`src/rtl/core/tlptm_pkg.sv`:
```
// shared types, constants and helpers for the two-level page table mapper
`default_nettype none

package tlptm_pkg;

    localparam int FRAME_W          = 20;
    localparam int IDX_W            = 10;
    localparam int WORD_W           = 32;
    localparam int PAGE_SHIFT       = 12;
    localparam int CMD_W            = 2;
    localparam int STATUS_W         = 2;
    localparam int CFG_IDX_W        = 1;
    localparam int STORE_PAGES      = 64;
    localparam int ENTRIES_PER_PAGE = 1024;
    localparam int STORE_WORDS      = STORE_PAGES * ENTRIES_PER_PAGE;
    localparam int OFF_W            = $clog2(STORE_PAGES);
    localparam int ADDR_W           = OFF_W + IDX_W;
    localparam int FLAG_PAD_W       = PAGE_SHIFT - 3;

    localparam logic [FRAME_W-1:0] WINDOW_BASE_RST = FRAME_W'(39);
    localparam logic [FRAME_W-1:0] ALLOC_START_RST = FRAME_W'(48);

    typedef enum logic [CMD_W-1:0] {
        CMD_MAP,
        CMD_UNMAP,
        CMD_ALLOC,
        CMD_CLR_DIR
    } t_cmd;

    typedef enum logic [STATUS_W-1:0] {
        ST_OK,
        ST_OUTSIDE,
        ST_NO_FREE,
        ST_ABSENT
    } t_status;

    typedef enum logic [CFG_IDX_W-1:0] {
        CFG_WINDOW_BASE,
        CFG_ALLOC_START
    } t_cfg_idx;

    typedef enum logic [1:0] {
        WR_NONE,
        WR_CLEAR,
        WR_PDE,
        WR_PTE
    } t_wr_sel;

    typedef enum logic [2:0] {
        S_IDLE,
        S_EVAL,
        S_PDE,
        S_CLR_TBL,
        S_WR_PDE,
        S_PTE,
        S_CLR_DIR,
        S_FINISH
    } t_state;

    // controller to datapath
    typedef struct packed {
        logic    load_in;
        logic    rd_pde;
        logic    take_frame;
        logic    set_new;
        logic    tbl_from_pde;
        logic    clr_start;
        logic    clr_sel_tbl;
        t_wr_sel wr;
        logic    out_load;
        t_status out_status;
        logic    out_frame;
        logic    out_entry;
    } t_dp_cmd;

    // datapath to controller
    typedef struct packed {
        t_cmd cmd;
        logic dir_ok;
        logic free_ok;
        logic pde_present;
        logic tbl_ok;
        logic clr_last;
        logic out_busy;
    } t_dp_stat;

    function automatic logic [FRAME_W:0] frame_diff(input logic [FRAME_W-1:0] frame,
                                                    input logic [FRAME_W-1:0] base);
        frame_diff = {1'b0, frame} - {1'b0, base};
    endfunction

    // frame in window: subtract did not borrow, offset below STORE_PAGES
    function automatic logic in_window(input logic [FRAME_W:0] diff);
        in_window = !diff[FRAME_W] && (diff[FRAME_W-1:0] < FRAME_W'(STORE_PAGES));
    endfunction

    function automatic logic [WORD_W-1:0] make_entry(input logic [FRAME_W-1:0] frame,
                                                     input logic us,
                                                     input logic rw);
        make_entry = {frame, {FLAG_PAD_W{1'b0}}, us, rw, 1'b1};
    endfunction

endpackage

`default_nettype wire

```
`src/rtl/core/tlptm_ctrl.sv`:
```
// controller state machine: sequences reads, clear sweeps and entry writes
`default_nettype none

module tlptm_ctrl (
    input  wire logic                 i_clk,
    input  wire logic                 i_rst_n,
    input  wire logic                 i_in_valid,
    output logic                      o_in_ready,
    input  wire tlptm_pkg::t_dp_stat  i_stat,
    output tlptm_pkg::t_dp_cmd        o_cmd
);

    tlptm_pkg::t_state  r_state;
    tlptm_pkg::t_state  n_state;
    tlptm_pkg::t_status r_res_status;
    tlptm_pkg::t_status n_res_status;
    logic               r_res_frame;
    logic               n_res_frame;
    logic               r_res_entry;
    logic               n_res_entry;

    always_ff @(posedge i_clk) begin
        if (!i_rst_n) begin
            r_state <= tlptm_pkg::S_IDLE;
        end else begin
            r_state <= n_state;
        end
    end

    always_ff @(posedge i_clk) begin
        r_res_status <= n_res_status;
        r_res_frame  <= n_res_frame;
        r_res_entry  <= n_res_entry;
    end

    always_comb begin
        n_state      = r_state;
        n_res_status = r_res_status;
        n_res_frame  = r_res_frame;
        n_res_entry  = r_res_entry;
        o_in_ready   = 1'b0;
        o_cmd        = '0;
        o_cmd.wr         = tlptm_pkg::WR_NONE;
        o_cmd.out_status = r_res_status;
        o_cmd.out_frame  = r_res_frame;
        o_cmd.out_entry  = r_res_entry;
        unique case (r_state)
            tlptm_pkg::S_IDLE: begin
                o_in_ready = 1'b1;
                if (i_in_valid) begin
                    o_cmd.load_in = 1'b1;
                    n_state       = tlptm_pkg::S_EVAL;
                end
            end
            tlptm_pkg::S_EVAL: begin
                n_res_status = tlptm_pkg::ST_OK;
                n_res_frame  = 1'b0;
                n_res_entry  = 1'b0;
                if (i_stat.cmd == tlptm_pkg::CMD_ALLOC) begin
                    if (i_stat.free_ok) begin
                        o_cmd.take_frame = 1'b1;
                        n_res_frame      = 1'b1;
                    end else begin
                        n_res_status = tlptm_pkg::ST_NO_FREE;
                    end
                    n_state = tlptm_pkg::S_FINISH;
                end else if (!i_stat.dir_ok) begin
                    n_res_status = tlptm_pkg::ST_OUTSIDE;
                    n_state      = tlptm_pkg::S_FINISH;
                end else if (i_stat.cmd == tlptm_pkg::CMD_CLR_DIR) begin
                    o_cmd.clr_start = 1'b1;
                    n_state         = tlptm_pkg::S_CLR_DIR;
                end else begin
                    o_cmd.rd_pde = 1'b1;
                    n_state      = tlptm_pkg::S_PDE;
                end
            end
            tlptm_pkg::S_PDE: begin
                if (!i_stat.pde_present && i_stat.cmd == tlptm_pkg::CMD_UNMAP) begin
                    n_res_status = tlptm_pkg::ST_ABSENT;
                    n_state      = tlptm_pkg::S_FINISH;
                end else if (!i_stat.pde_present && !i_stat.free_ok) begin
                    n_res_status = tlptm_pkg::ST_NO_FREE;
                    n_state      = tlptm_pkg::S_FINISH;
                end else if (!i_stat.pde_present) begin
                    // fresh table page: take it, sweep it, then link it in
                    o_cmd.take_frame  = 1'b1;
                    o_cmd.set_new     = 1'b1;
                    o_cmd.clr_start   = 1'b1;
                    o_cmd.clr_sel_tbl = 1'b1;
                    n_state           = tlptm_pkg::S_CLR_TBL;
                end else begin
                    o_cmd.tbl_from_pde = 1'b1;
                    n_state            = tlptm_pkg::S_PTE;
                end
            end
            tlptm_pkg::S_CLR_TBL: begin
                o_cmd.wr = tlptm_pkg::WR_CLEAR;
                if (i_stat.clr_last) begin
                    n_state = tlptm_pkg::S_WR_PDE;
                end
            end
            tlptm_pkg::S_WR_PDE: begin
                o_cmd.wr = tlptm_pkg::WR_PDE;
                n_state  = tlptm_pkg::S_PTE;
            end
            tlptm_pkg::S_PTE: begin
                n_res_frame = 1'b1;
                if (!i_stat.tbl_ok) begin
                    n_res_status = tlptm_pkg::ST_OUTSIDE;
                end else begin
                    o_cmd.wr    = tlptm_pkg::WR_PTE;
                    n_res_entry = (i_stat.cmd == tlptm_pkg::CMD_MAP);
                end
                n_state = tlptm_pkg::S_FINISH;
            end
            tlptm_pkg::S_CLR_DIR: begin
                o_cmd.wr = tlptm_pkg::WR_CLEAR;
                if (i_stat.clr_last) begin
                    n_state = tlptm_pkg::S_FINISH;
                end
            end
            tlptm_pkg::S_FINISH: begin
                if (!i_stat.out_busy) begin
                    o_cmd.out_load = 1'b1;
                    n_state        = tlptm_pkg::S_IDLE;
                end
            end
            default: begin
                n_state = tlptm_pkg::S_IDLE;
            end
        endcase
    end

    a_accept_to_eval: assert property (@(posedge i_clk) disable iff (!i_rst_n)
        (i_in_valid && o_in_ready) |=> (r_state == tlptm_pkg::S_EVAL))
        else $error("accepted transaction did not start evaluation");

    a_sweep_holds: assert property (@(posedge i_clk) disable iff (!i_rst_n)
        (r_state == tlptm_pkg::S_CLR_TBL && !i_stat.clr_last)
            |=> (r_state == tlptm_pkg::S_CLR_TBL))
        else $error("table clear sweep left early");

    a_load_when_free: assert property (@(posedge i_clk) disable iff (!i_rst_n)
        o_cmd.out_load |-> !i_stat.out_busy)
        else $error("result loaded over an unread result");

    a_write_in_sweep: assert property (@(posedge i_clk) disable iff (!i_rst_n)
        (o_cmd.wr == tlptm_pkg::WR_CLEAR) |->
            (r_state == tlptm_pkg::S_CLR_TBL || r_state == tlptm_pkg::S_CLR_DIR))
        else $error("clear write outside a sweep");

endmodule

`default_nettype wire

```
`config.mk`:
```
export PLATFORM = sky130hd
export DESIGN_NAME = tlptm_ctrl
export DESIGN_NICKNAME = d
export VERILOG_FILES = /design/src/rtl/core/tlptm_pkg.sv /design/src/rtl/core/tlptm_ctrl.sv
export SDC_FILE = /design/constraint.sdc
export NUM_CORES = 1
export LEC_CHECK = 0
export BUFFER_PORTS_ARGS = -buffer_cell sky130_fd_sc_hd__buf_2
export CORE_MARGIN = 2
export CORE_UTILIZATION = 46
export DETAILED_ROUTE_END_ITERATION = 16
export PLACE_DENSITY = 0.87
export REMOVE_ABC_BUFFERS = 1
export SYNTH_ARGS = -nofsm -noshare
export SYNTH_HDL_FRONTEND = slang
export SYNTH_SLANG_ARGS = --single-unit
```
`constraint.sdc`:
```
create_clock -name i_clk -period 2.18 [get_ports i_clk]
set_clock_uncertainty 0.2 [all_clocks]
set_input_delay 0.109 -clock i_clk [delete_from_list [all_inputs] [get_ports i_clk]]
set_output_delay 0.109 -clock i_clk [all_outputs]
set_load 0.01 [all_outputs]
```
==> results of run 1 <==
[final timing paths]
check              from         endpoint  slack, ns  cells past startpoint
max          r_state[1]        o_cmd[11]       0.21                      5
max reg2reg  r_state[1]  r_res_status[0]       0.36                      4
min           i_stat[7]      r_res_entry      0.006                      2
min reg2reg  r_state[0]       r_state[2]       0.56                      4
[registers in the layout, summed over array words and instances (netlist names)]
register      flops
r_res_entry       1
r_res_frame       1
r_res_status      2
r_state           3
[repair_timing]
action	CTS	global route
resized for setup	0	0
hold endpoints to repair	4	0
hold buffers	2	0
[Yosys cell counts, types with 2 or more instances]
library cell and number:
a32oi_1 2, buf_2 3, and3_1 2, inv_1 2, nor3_1 6, nor2_1 8, edfxtp_1 4, buf_4 5
a31oi_1 2, nor2b_1 4, nand2_1 8, a21oi_1 7, nand2b_1 3, dfxtp_1 3
[per-stage QoR]
stage | setup WS (ns) | std cells | instance area, um2 | hold slack, ns
5_1_grt | 0.0592 | 122 | 777 | 0.00970
3_3_place_gp | 0.466 | 116 | 731 | 0.157
4_1_cts | 0.197 | 122 | 777 | 0.00294
2_1_floorplan | 0.473 | 74 | 572 | 0.0236
3_5_place_dp | 0.384 | 116 | 731 | 0.165
6_report | 0.205 | 122 | 777 | 0.00627
[layout by cell type (no fill, tap or decap), types with 2 or more instances in the layout]
master          n
a32oi_1         2
nor2_1          8
buf_2          25
nand2_1         8
a31oi_1         2
inv_1           2
and3_1          2
nor2b_1         4
dfxtp_1         3
nand2b_1        3
edfxtp_1        4
a21oi_1         7
buf_4           2
dlygate4sd3_1   2
nor3_1          6
clkbuf_4        3
[routing by layer]
layer / routed length (um) / part of all wire
met5: 0 / 0
met4: 4 / 0.0026
met3: 93 / 0.060
met2: 828 / 0.53
met1: 637 / 0.41
[power by group through the flow]
stage	combinational [mW]	clock [mW]	sequential [mW]
4_1_cts	0.159	0.122	0.186
3_5_place_dp	0.155	0	0.188
3_3_place_gp	0.150	0	0.187
5_1_grt	0.177	0.133	0.192
2_1_floorplan	0.0847	0	0.194
6_report	0.160	0.121	0.186
[worst reg2reg max path, stage by stage (launching register included)]
cell and delay, ns:
dfxtp_1 0.69, nand2b_1 0.14, nor2_1 0.15, a21oi_1 0.08
o2bb2ai_1 0.24
[final cells by class]
class,instances,area (um2)
fill,134,524
multi-input combinational,64,380
sequential,7,180
timing repair buffer,29,160
clock buffer,4,26.3
tap,15,18.8
inverter,3,11.3
[cell families (layout without fill, tap and decap cells)]
family / after synthesis / count (layout) / synth area share
compound gates: 22 / 22 / 0.230
buf+inv: 12 / 36 / 0.118
flops: 7 / 7 / 0.283
mux: 1 / 1 / 0.0157
simple gates: 41 / 41 / 0.352
==> results.yml, run 1 <==
run_status:
  status: "completed"
place:
  gp_congestion: 0.859
  io_buffer_count: 25
  place_hpwl_um: 1140
setup_path:
  path_buf_inv: 1
  crit_family: "flip-flops"
  cpMaxStageDelayCell: "dfxtp_1"
  path_cells: "nand2b_1 -> nor2_1 -> a22oi_1 -> nor3b_2 -> buf_2"
  crit_path_max_incr_delay_ns: 0.69
  path_max_fanout: 19
  required_ns: 1.87
  endpoint_kind: "output pin"
  arrival_ns: 1.67
  crit_type: "flop to output pin"
  start_kind: "flop"
layout:
  syn2layout_area_growth_pct: 22.2
  antenna_cells: 0
  drive_gt1_frac: 0.299
  finish.net_count: 119
  utilization: 0.597
clocking:
  cts_tree: "yes"
  max-clock-path-buffers: 2
  clock-sinks: 7
  insertion_delay_ns: 0.26
  path_clk_slew_ns: 0.05
  h-tree-depth: 1
  root_buffer: "clkbuf_4"
  cts_setup_buffers: 0
  cts_buffers: 3
power_and_ir_drop:
  pwr-share-clk: 0.260
  combPwrFrac: 0.342
  ir_worst_vdd_mv: 0.416
  pwr-share-seq: 0.398
  p_leak_nw: 0.359
  cellPowerDensity_nw_per_um2: 601
  p_int_mw: 0.302
  switching_share: 0.353
  power_mw: 0.467
  switching_power_mw: 0.165
grt:
  grt_pass1_vias: 585
  overflow: 0
  met3_usage: 0.0815
  busiest_layer: "met2"
  grt_pass1_wl_um: 2300
  met2_usage: 0.359
  grtUsageTotal: 0.208
  antenna_found_initial: 0
  grt_max_degree: 20
  gr-usage-met1: 0.239
sta:
  worst_pin_slew_ns: 0.582
  fmax_mhz: 506
  relSlewSlack: 0.611
  setup_viol: 0
  setup-tns-final_ns: 0
  maxSlewViolCount: 0
  min_period_over_period: 0.906
  hold_viol: 0
  rsz0062_at_grt: "false"
  period_minus_slack_ns: 1.97
floorplan:
  die-area_um2: 1690
  fp.dieW_um: 41.2
  die_h_um: 41.2
  ios: 26
  fp.coreArea_um2: 1300
  fp-row-count: 13
  initial_core_util: 0.488
yosys:
  yosys.area.top_type: "edfxtp_1"
  ys_seq_area_frac: 0.283
  postSynth.asyncResetShare: 0
  synthDominantCellAreaShare: 0.189
  synth.distinct_cells: 38
  synth_edf_count: 4
  synthFlopType: "edfxtp_1"
  synth_warnings: 0
  synthCells: 83
  postSynthAreaPerCell_um2: 7.66
  synth_area_leaders: "edfxtp_1 (19%), dfxtp_1 (9.4%), buf_4 (5.9%), a21oi_1 (5.5%), nor3_1 (4.7%)"
  syn_area_um2: 636
  yosys_register_bits: 7
drt:
  wl_um: 1560
  wl_per_cell_um: 12.8
  ant_nets: 0
  dr.pass1.iters: 4
  via_count: 707
  vias_per_cell: 5.80
  drc_errors: 0
  drtIter0Drc: 21
min_path:
  min_path_type: "primary input to flop"
flow_run:
  maxCapViolations: 0
(Power assumes the default switching activity.)
==> inputs of run 2 (changes only) <==
--- a/config.mk
+++ b/config.mk
@@ -9,8 +9,9 @@
 export CORE_MARGIN = 2
 export CORE_UTILIZATION = 46
 export DETAILED_ROUTE_END_ITERATION = 16
-export PLACE_DENSITY = 0.87
+export PLACE_DENSITY = 0.76
 export REMOVE_ABC_BUFFERS = 1
+export SETUP_SLACK_MARGIN = 0.05
 export SYNTH_ARGS = -nofsm -noshare
 export SYNTH_HDL_FRONTEND = slang
 export SYNTH_SLANG_ARGS = --single-unit
==> results.yml, run 2 (synthesis gave the netlist of run 1 again) <==
drt:
  wl_um: 1570
  wl_per_cell_um: 12.7
  drtIter0Drc: 37
  dr.pass1.iters: 4
  ant_nets: 0
  via_count: 707
  drc_errors: 0
  vias_per_cell: 5.75
grt:
  grt_pass1_wl_um: 2390
  busiest_layer: "met2"
  met2_usage: 0.359
  grt_max_degree: 20
  antenna_found_initial: 0
  grt_pass1_vias: 559
  grtUsageTotal: 0.215
  gr-usage-met1: 0.268
  overflow: 0
  met3_usage: 0.0489
sta:
  fmax_mhz: 525
  setup_viol: 0
  hold_viol: 0
  period_minus_slack_ns: 1.91
  maxSlewViolCount: 0
  setup-tns-final_ns: 0
  fin_ws_ns: 0.274
  rsz0062_at_grt: "false"
  min_period_over_period: 0.874
  worst_pin_slew_ns: 0.390
  relSlewSlack: 0.739
place:
  io_buffer_count: 25
  placed_cell_area_um2: 731
  gp_congestion: 0.835
  dp_cells: 116
  place_hpwl_um: 1140
  post-place-ws_ns: 0.359
setup_path:
  r2r-start: "r_state[0]"
  reg2reg_depth: 3
  crit_family: "flip-flops"
  required_ns: 1.87
  start_kind: "flop"
  arrival_ns: 1.60
  crit_path_max_incr_delay_ns: 0.54
  endpoint_kind: "output pin"
  r2r-end: "r_res_status[0]"
  path_max_fanout: 13
  reg2reg_slack_ns: 0.48
  crit_type: "flop to output pin"
  path_buf_inv: 1
  path_cells: "nor2b_1 -> a22oi_1 -> nor3b_2 -> buf_2"
  cpMaxStageDelayCell: "dfxtp_1"
  startpoint: "r_state[0]"
layout:
  final_common_cell: "buf_2"
  stdcell_count: 123
  final_cell_mix: "buf_2 (25), nand2_1 (8), nor2_1 (8)"
  regArea_um2: 181
  drive_gt1_frac: 0.306
  largest_reg_flops: 3
  antenna_cells: 0
  reg.largest.list: "r_state: 3 flops, r_res_status: 2 flops"
  syn2layout_area_growth_pct: 24.0
  finish.net_count: 120
  top_register: "r_state"
  multiInputGateArea_um2: 380
  stdcell_area_um2: 788
  nFillCells: 123
clocking:
  root_buffer: "clkbuf_4"
  insertion_delay_ns: 0.26
  cts_buffers: 3
  max-clock-path-buffers: 2
  h-tree-depth: 1
  clock-sinks: 7
  cts_tree: "yes"
  path_clk_slew_ns: 0.06
flow_run:
  maxCapViolations: 0
power_and_ir_drop:
  switching_share: 0.357
  p_int_mw: 0.304
  switching_power_mw: 0.169
  combPwrFrac: 0.343
  pwr-share-seq: 0.389
  p_leak_nw: 0.364
  power_mw: 0.473
  pwr-share-clk: 0.268
  ir_worst_vdd_mv: 0.285
  cellPowerDensity_nw_per_um2: 600
min_path:
  holdPathStages: 4
  min_path_type: "primary input to flop"
  hold_path_startpoint: "i_stat[3]"
  hold_path_end: "r_state[1]"
floorplan:
  fp.coreArea_um2: 1300
  die-area_um2: 1690
  fp.dieW_um: 41.2
  ios: 26
  fp-row-count: 13
  initial_core_util: 0.488
  die_h_um: 41.2
run_status:
  status: "completed"
==> run 2: cell type report <==
| class | count | area share |
|---|---|---|
| inverters | 3 | 0.0143 |
| repair buffers | 30 | 0.216 |
| clock buffers | 4 | 0.0333 |
| multi-input cells | 64 | 0.483 |
| flip-flops and latches | 7 | 0.230 |
| well taps | 15 | 0.0238 |
==> run 2: power by group through the flow <==
stage / clock network [mW] / registers (mW) / logic, mW
2_1_floorplan: 0 / 0.194 / 0.0847
3_3_place_gp: 0 / 0.185 / 0.153
3_5_place_dp: 0 / 0.186 / 0.156
4_1_cts: 0.127 / 0.183 / 0.161
5_1_grt: 0.138 / 0.189 / 0.180
6_report: 0.127 / 0.184 / 0.162
==> run 2: per-layer routing <==
layer	wire, um	vias up	share of wire
li1	-	350	-
met1	616	329	0.39
met2	859	28	0.55
met3	92	0	0.059
met4	0	0	0
met5	0	-	0
==> run 2: what timing repair did <==
item,in CTS,in global routing
hold buffers,3,0
gates resized for setup,0,1
setup endpoints to repair,0,4
endpoints found under the hold margin,5,0
setup buffers,0,0
==> run 2: per-stage QoR <==
step	hold slack, ns	util
global placement	0.157	0.562
detailed placement	0.168	0.562
CTS	0.0334	0.605
global route	0.0410	0.606
finish	0.0340	0.606
floorplan	0.0236	-
==> run 2: worst max-delay path by stage <==
| stage | end | depth (start not counted) |
|---|---|---|
| after detailed placement | r_res_status[0] | 4 |
| after global placement | r_res_status[0] | 4 |
| final | o_cmd[11] | 4 |
| after floorplan | r_state[2] | 3 |
| after CTS | o_cmd[10] | 4 |
| after global routing | o_cmd[11] | 4 |
==> run 2: worst min-delay path, delay by kind of cell <==
kind / cells / cell delay (ns)
AO/OA/AOI/OAI: 1 / 0.11
buffers and inverters: 1 / 0.12
AND/OR/NAND/NOR: 2 / 0.12
